$ cat config.mk
export PLATFORM = sky130hd
export DESIGN_NAME = lmtc_div2
export DESIGN_NICKNAME = d
export VERILOG_FILES = /design/src/design/lmtc_pkg.sv /design/src/design/lmtc_div2.sv
export SDC_FILE = /design/constraint.sdc
export NUM_CORES = 1
export LEC_CHECK = 0
export BUFFER_PORTS_ARGS = -buffer_cell sky130_fd_sc_hd__buf_2
export CAP_MARGIN = 20
export CORE_MARGIN = 2
export CORE_UTILIZATION = 58
export DETAILED_ROUTE_END_ITERATION = 8
export PLACE_DENSITY = 0.95
export SYNTH_ARGS = -nofsm -noshare
export SYNTH_HDL_FRONTEND = slang
export SYNTH_SLANG_ARGS = --single-unit
$ cat constraint.sdc
create_clock -name vclk -period 11.6
set_clock_uncertainty 0.2 [all_clocks]
set_input_delay 1.74 -clock vclk [all_inputs]
set_output_delay 1.74 -clock vclk [all_outputs]
set_load 0.02 [all_outputs]
$ cat src/design/lmtc_pkg.sv
// lmtc_pkg: widths, register indexes and pipeline types of the lightmap texel combine
// no dependencies; used by lmtc_div2 and lightmap_texel_combine
package lmtc_pkg;

	localparam int CH_W      = 8;   // byte sample and output channel
	localparam int SCALE_W   = 16;  // unsigned q4.12 scale
	localparam int FRAC_BITS = 12;
	localparam int PROD_W    = CH_W + SCALE_W;   // 24
	localparam int ACC_W     = PROD_W + 2;       // up to four maps
	localparam int LIN_W     = ACC_W - FRAC_BITS; // integer channel, 14 bits
	localparam int NUM_W     = LIN_W + CH_W;     // channel times 255
	localparam int NCH       = 3;                // red, green, blue
	localparam int CFG_W     = NCH * SCALE_W;    // widest register
	localparam int CFG_IDX_W = 3;
	localparam int MAPS_W    = 3;

	localparam logic [CFG_IDX_W-1:0] REG_ACTIVE_MAPS = 3'd0;
	localparam logic [CFG_IDX_W-1:0] REG_FULL_BRIGHT = 3'd1;
	localparam logic [CFG_IDX_W-1:0] REG_SCALE_MAP0  = 3'd2;

	localparam logic [SCALE_W-1:0] SCALE_ONE = 16'h1000;
	localparam logic [CH_W-1:0]    CH_MAX    = 8'hFF;

	typedef logic [NCH-1:0][NUM_W-1:0] rem_vec_t;
	typedef logic [NCH-1:0][CH_W-1:0]  byte_vec_t;

	// everything that rides alongside the divider lanes
	typedef struct packed {
		logic [LIN_W-1:0] dvs;     // brightest channel
		logic             rescale; // brightest channel above 255
		byte_vec_t        lo;      // channels when no rescale is needed
		logic [CH_W-1:0]  alpha;   // brightest channel when no rescale
	} side_t;

endpackage

$ cat src/design/lmtc_div2.sv
// lmtc_div2: two restoring division steps on the three colour lanes
// depends on lmtc_pkg
module lmtc_div2 import lmtc_pkg::*; #(
	parameter int HI_BIT = 7
) (
	input  rem_vec_t         rem_i,
	input  byte_vec_t        quo_i,
	input  logic [LIN_W-1:0] dvs,
	output rem_vec_t         rem_o,
	output byte_vec_t        quo_o
);

	always_comb begin
		logic [NUM_W-1:0] r;
		logic [NUM_W-1:0] t_hi;
		logic [NUM_W-1:0] t_lo;
		logic [CH_W-1:0]  q;
		t_hi = NUM_W'(dvs) << HI_BIT;
		t_lo = NUM_W'(dvs) << (HI_BIT - 1);
		for (int c = 0; c < NCH; c++) begin
			r = rem_i[c];
			q = quo_i[c];
			if (r >= t_hi) begin
				r = r - t_hi;
				q[HI_BIT] = 1'b1;
			end
			if (r >= t_lo) begin
				r = r - t_lo;
				q[HI_BIT-1] = 1'b1;
			end
			rem_o[c] = r;
			quo_o[c] = q;
		end
	end

endmodule

== Word level (Yosys, flattened, before mapping) ==
Index checks and enable logic that the tools add are counted.

* $add $sub $neg: 6
* Multipliers: 0
* Div/mod/pow operators: 0
* Magnitude comparators: 6
* Equality and inequality tests: 0
* Shifts and indexed selects: 0
* Multiplexer cells: 12
* Bitwise logic cells: 0
* Reduce and logical (&&, ||, !) cells: 0

{| class="wikitable"
|+ Operators by type and width
! kind !! number
|-
| two-way mux 22 bit || 6
|-
| greater-or-equal comparator 22 x 20 -> 1 bit || 3
|-
| greater-or-equal comparator 22 x 21 -> 1 bit || 3
|-
| subtractor 22 x 20 -> 22 bit || 3
|-
| subtractor 22 x 21 -> 22 bit || 3
|-
| two-way mux 1 bit || 6
|}

* Register bits after elaboration: 0
* Bits in latches: 0
* Bits in writable memories: 0
* Memory bits (read-only): 0
* Output and inout port bits: 90
* Word-level logic and storage cells: 24
* Memories kept: 0

== Logic depth before layout (Yosys ltp) ==
* Depth after elaboration: 4
* Mapped depth: 22

== Worst setup path after synthesis ==
OpenSTA, ideal clock, no wires.

* Kind: input -> output
* From: input port dvs[1]
* To: output port rem_o[50] (netlist name)
* Arrival time: 6.698 ns
* Data required time: 9.660 ns
* Slack: 2.962 ns
* Stages on the path: 20
* Buffers on the path: 2
* Path through: inv_1 > ha_1 > nor2b_1 > o31a_1 > o211a_1 > o21a_1 > o21ai_2 > clkbuf_1 > o21ai_0 > fa_1 > a211oi_1 > o21bai_1 > a21oi_2 > nor2_1 > a2111o_1 > a31oi_4 > nand2_1 > nor3_4 > buf_6 > mux2i_1

{| class="wikitable"
|+ RTL lines
! what !! line !! text
|-
| from (decl) || lmtc_div2.sv:8 || <nowiki>input logic [LIN_W-1:0] dvs,</nowiki>
|-
| to (decl) || lmtc_div2.sv:9 || <nowiki>output rem_vec_t rem_o,</nowiki>
|}

==> out/qor.csv <==
stage,metric,value,unit
drt,dr.pass1.iters,5,
logic_synthesis,seq_area_frac_synth,0,%
finish,layout.area.seq,0,sq um
grt,grt_pass1_vias,5377,
setup_path,arrival,7.56,ns
power,worst_ir_drop_vdd,0.103,mV
logic_synthesis,syn-num-nets,919,
grt,grt_usage,29.1,%
logic_synthesis,netlist-cell-type-count,68,
timing,fin_crit_sh,81.9,%
placement,dpl.hpwl,13100,um
placement,portBuffers,158,
logic_synthesis,yosys_warnings,0,
setup_path,cp_common_cell,a21oi_1,
timing,finalMaxSlewViolations,0,
outcome,outcome,finished clean,
placement,place_congestion,0.974,
timing,fin_tns_setup,0,ns
setup_path,worstSetupEndpointType,primary output,
grt,grt_max_degree,27,
setup_path,critical-path-slowest-cell,and4_1,
grt,use_met3,2.57,%
timing,worst_slew_pin_slew,0.856,ns
setup_path,crit_family,compound AO/OA/AOI/OAI gates,
die,ios,194,
job,drv_cap,0,
clock_tree,cts_resized,0,
grt,antenna_found_initial,1,
die,die_h,101,um
timing,setup_slack,2.10,ns
clock_tree,postCtsSetupBuffers,0,
timing,relSlewSlack,43.0,%
grt,top_usage_layer,met2,
setup_path,cpPeakStageDelay,0.80,ns
setup_path,crit_buf_inv,3,
drt,drt-total-wl,15700,um
die,design.core.area,9150,sq um
placement,dpl_worst_slack,2.15,ns
drt,post_drt_wl_per_cell,16.6,um
logic_synthesis,avgSynthCellArea,7.48,sq um
setup_path,crit_chain,buf_2 -> inv_1 -> ha_1 -> nand2b_1 -> a21oi_1 -> o31ai_2 -> a21oi_1 -> nor4_4 -> mux2_2 -> ha_1 -> a21oi_1 -> o22ai_1 -> o41ai_1 -> o41ai_1 -> a21o_1 -> a21oi_1 -> and4_1 -> mux2_2 -> buf_2,
timing,rsz0062_at_grt,no,
grt,grt_pass1_wl,24500,um
grt,grt_util_met2,51.4,%
die,start_util,59.2,%
setup_path,critPathMaxFanout,16,
drt,drt_iter0_drc,339,
timing,period_minus_slack,9.50,ns
power,leakage,2.89,nW
timing,max_freq,105,MHz
placement,dp.cells,949,
die,die_w,101,um
finish,multiInputGateArea,4890,sq um
grt,met1_usage,36.5,%
setup_path,cp_data_required_time,9.66,ns
logic_synthesis,synth_top_cell_by_area,ha_1,
finish,fillers,781,
hold_path,hp-class,in -> out,
finish,area_growth,11.2,%
drt,ant_nets,0,
logic_synthesis,synth.area.top_cells,"ha_1, mux2_2, xnor2_1",
die,num_rows,35,
finish,nFlopsAndLatches,0,
finish,drive_gt1_share,27.0,%
setup_path,start_kind,input pin,
logic_synthesis,synth_top_area_share,19.4,%
timing,fin_hold_ws,3.28,ns
drt,vias_per_cell,6.19,
drt,drc_errors,0,
logic_synthesis,syn-cell-area,5420,sq um
timing,setup-violations-final,0,
grt,grt_remaining_overflow,0,
power,p_per_area,133,nW/um^2
timing,hold_violations,0,
clock_tree,cts_hold_buf,0,
finish,nClkBuffers,0,
finish,fin_cells,950,
drt,num_vias,5882,
die,die_area,10100,sq um
finish,finalNetCount,1034,
setup_path,crit_type,in -> out,
logic_synthesis,syn_inst,725,
synth_stat cells, types with 3 or more instances:
library cell,number
a211oi_1,11
a21o_1,21
a21oi_1,50
a31oi_1,7
and2_1,3
and3_1,6
and4_1,4
buf_4,36
clkbuf_1,7
fa_1,6
ha_1,84
inv_1,47
mux2_1,3
mux2_2,38
mux2_4,7
mux2i_1,8
nand2_1,58
nand2b_1,15
nand3_1,16
nand4_1,11
nor2_1,43
nor2b_1,7
nor3_1,13
nor4_1,4
o211ai_1,4
o21a_1,8
o21ai_0,61
o21bai_1,18
o221ai_1,3
o31a_1,3
o31ai_1,11
or2_2,4
or4_1,3
xnor2_1,42
xor2_1,18
through the flow:
step / instance area, sq um / total power [mW] / utilization, %
after CTS: 6020 / 0.794 / 65.8
after floorplan: 5420 / 0.614 / -
after global routing: 6030 / 0.866 / 65.8
after global placement: 6020 / 0.775 / 65.8
after detailed placement: 6020 / 0.789 / 65.8
final: 6030 / 0.802 / 65.8
cell usage in the layout (no fill, tap or decap), drive strengths merged, types with 4 or more instances in the layout:
master  Yosys  layout
mux2i       8       8
and3        6       6
buf        41     161
or2         4       4
o21ai      63      63
xor2       18      18
ha         84      84
nand2      58      58
xnor2      42      42
mux2       48      48
a31oi       8       8
o21a        8       8
nor2b       7       7
a211oi     13      13
o31ai      12      12
nor4        6       6
o41ai       4       4
nor2       43      43
inv        47      47
nor3       15      15
nand2b     15      15
o211ai      4       4
and4        4       4
a21oi      51      51
fa          6       6
a21o       21      21
nand4      11      11
o21bai     18      18
nand3      16      16
cells by family after synthesis:
kind of cell    Yosys count  synth area share, %
compound gates          225                 28.0
simple gates            199                 19.0
mux                      56                 11.9
xor+xnor                 60                 9.70
fa+ha+maj                90                 21.6
buf+inv                  95                 9.70
power breakdown:
group	total [mW]	switching (mW)	leakage, nW	internal, mW
registers	0	0	0	0
clock network	0.0000000115	0	0.00000634	0.0000000115
logic	0.802	0.468	2.89	0.333
path summary, 6_finish.rpt:
kind / startpoint / endpoint / cells after the start / slack (ns)
worst max-delay path: dvs[1] / rem_o[11] / 19 / 2.10
worst min-delay path: quo_i[10] / quo_o[10] / 0 / 3.28
routing by layer:
metal | part of all wire, % | up-vias | routed length [um]
li1 | - | 2890 | -
met1 | 42 | 2683 | 6580
met2 | 47 | 259 | 7480
met3 | 7.0 | 50 | 1110
met4 | 3.7 | 0 | 582
met5 | 0 | - | 0
cell type report:
type,instances,area share [%]
multi-input cells,630,81.2
well taps,111,2.30
inverters,47,2.93
repair buffers,161,13.5
diodes,1,0.0415
(Power assumes the default switching activity.)
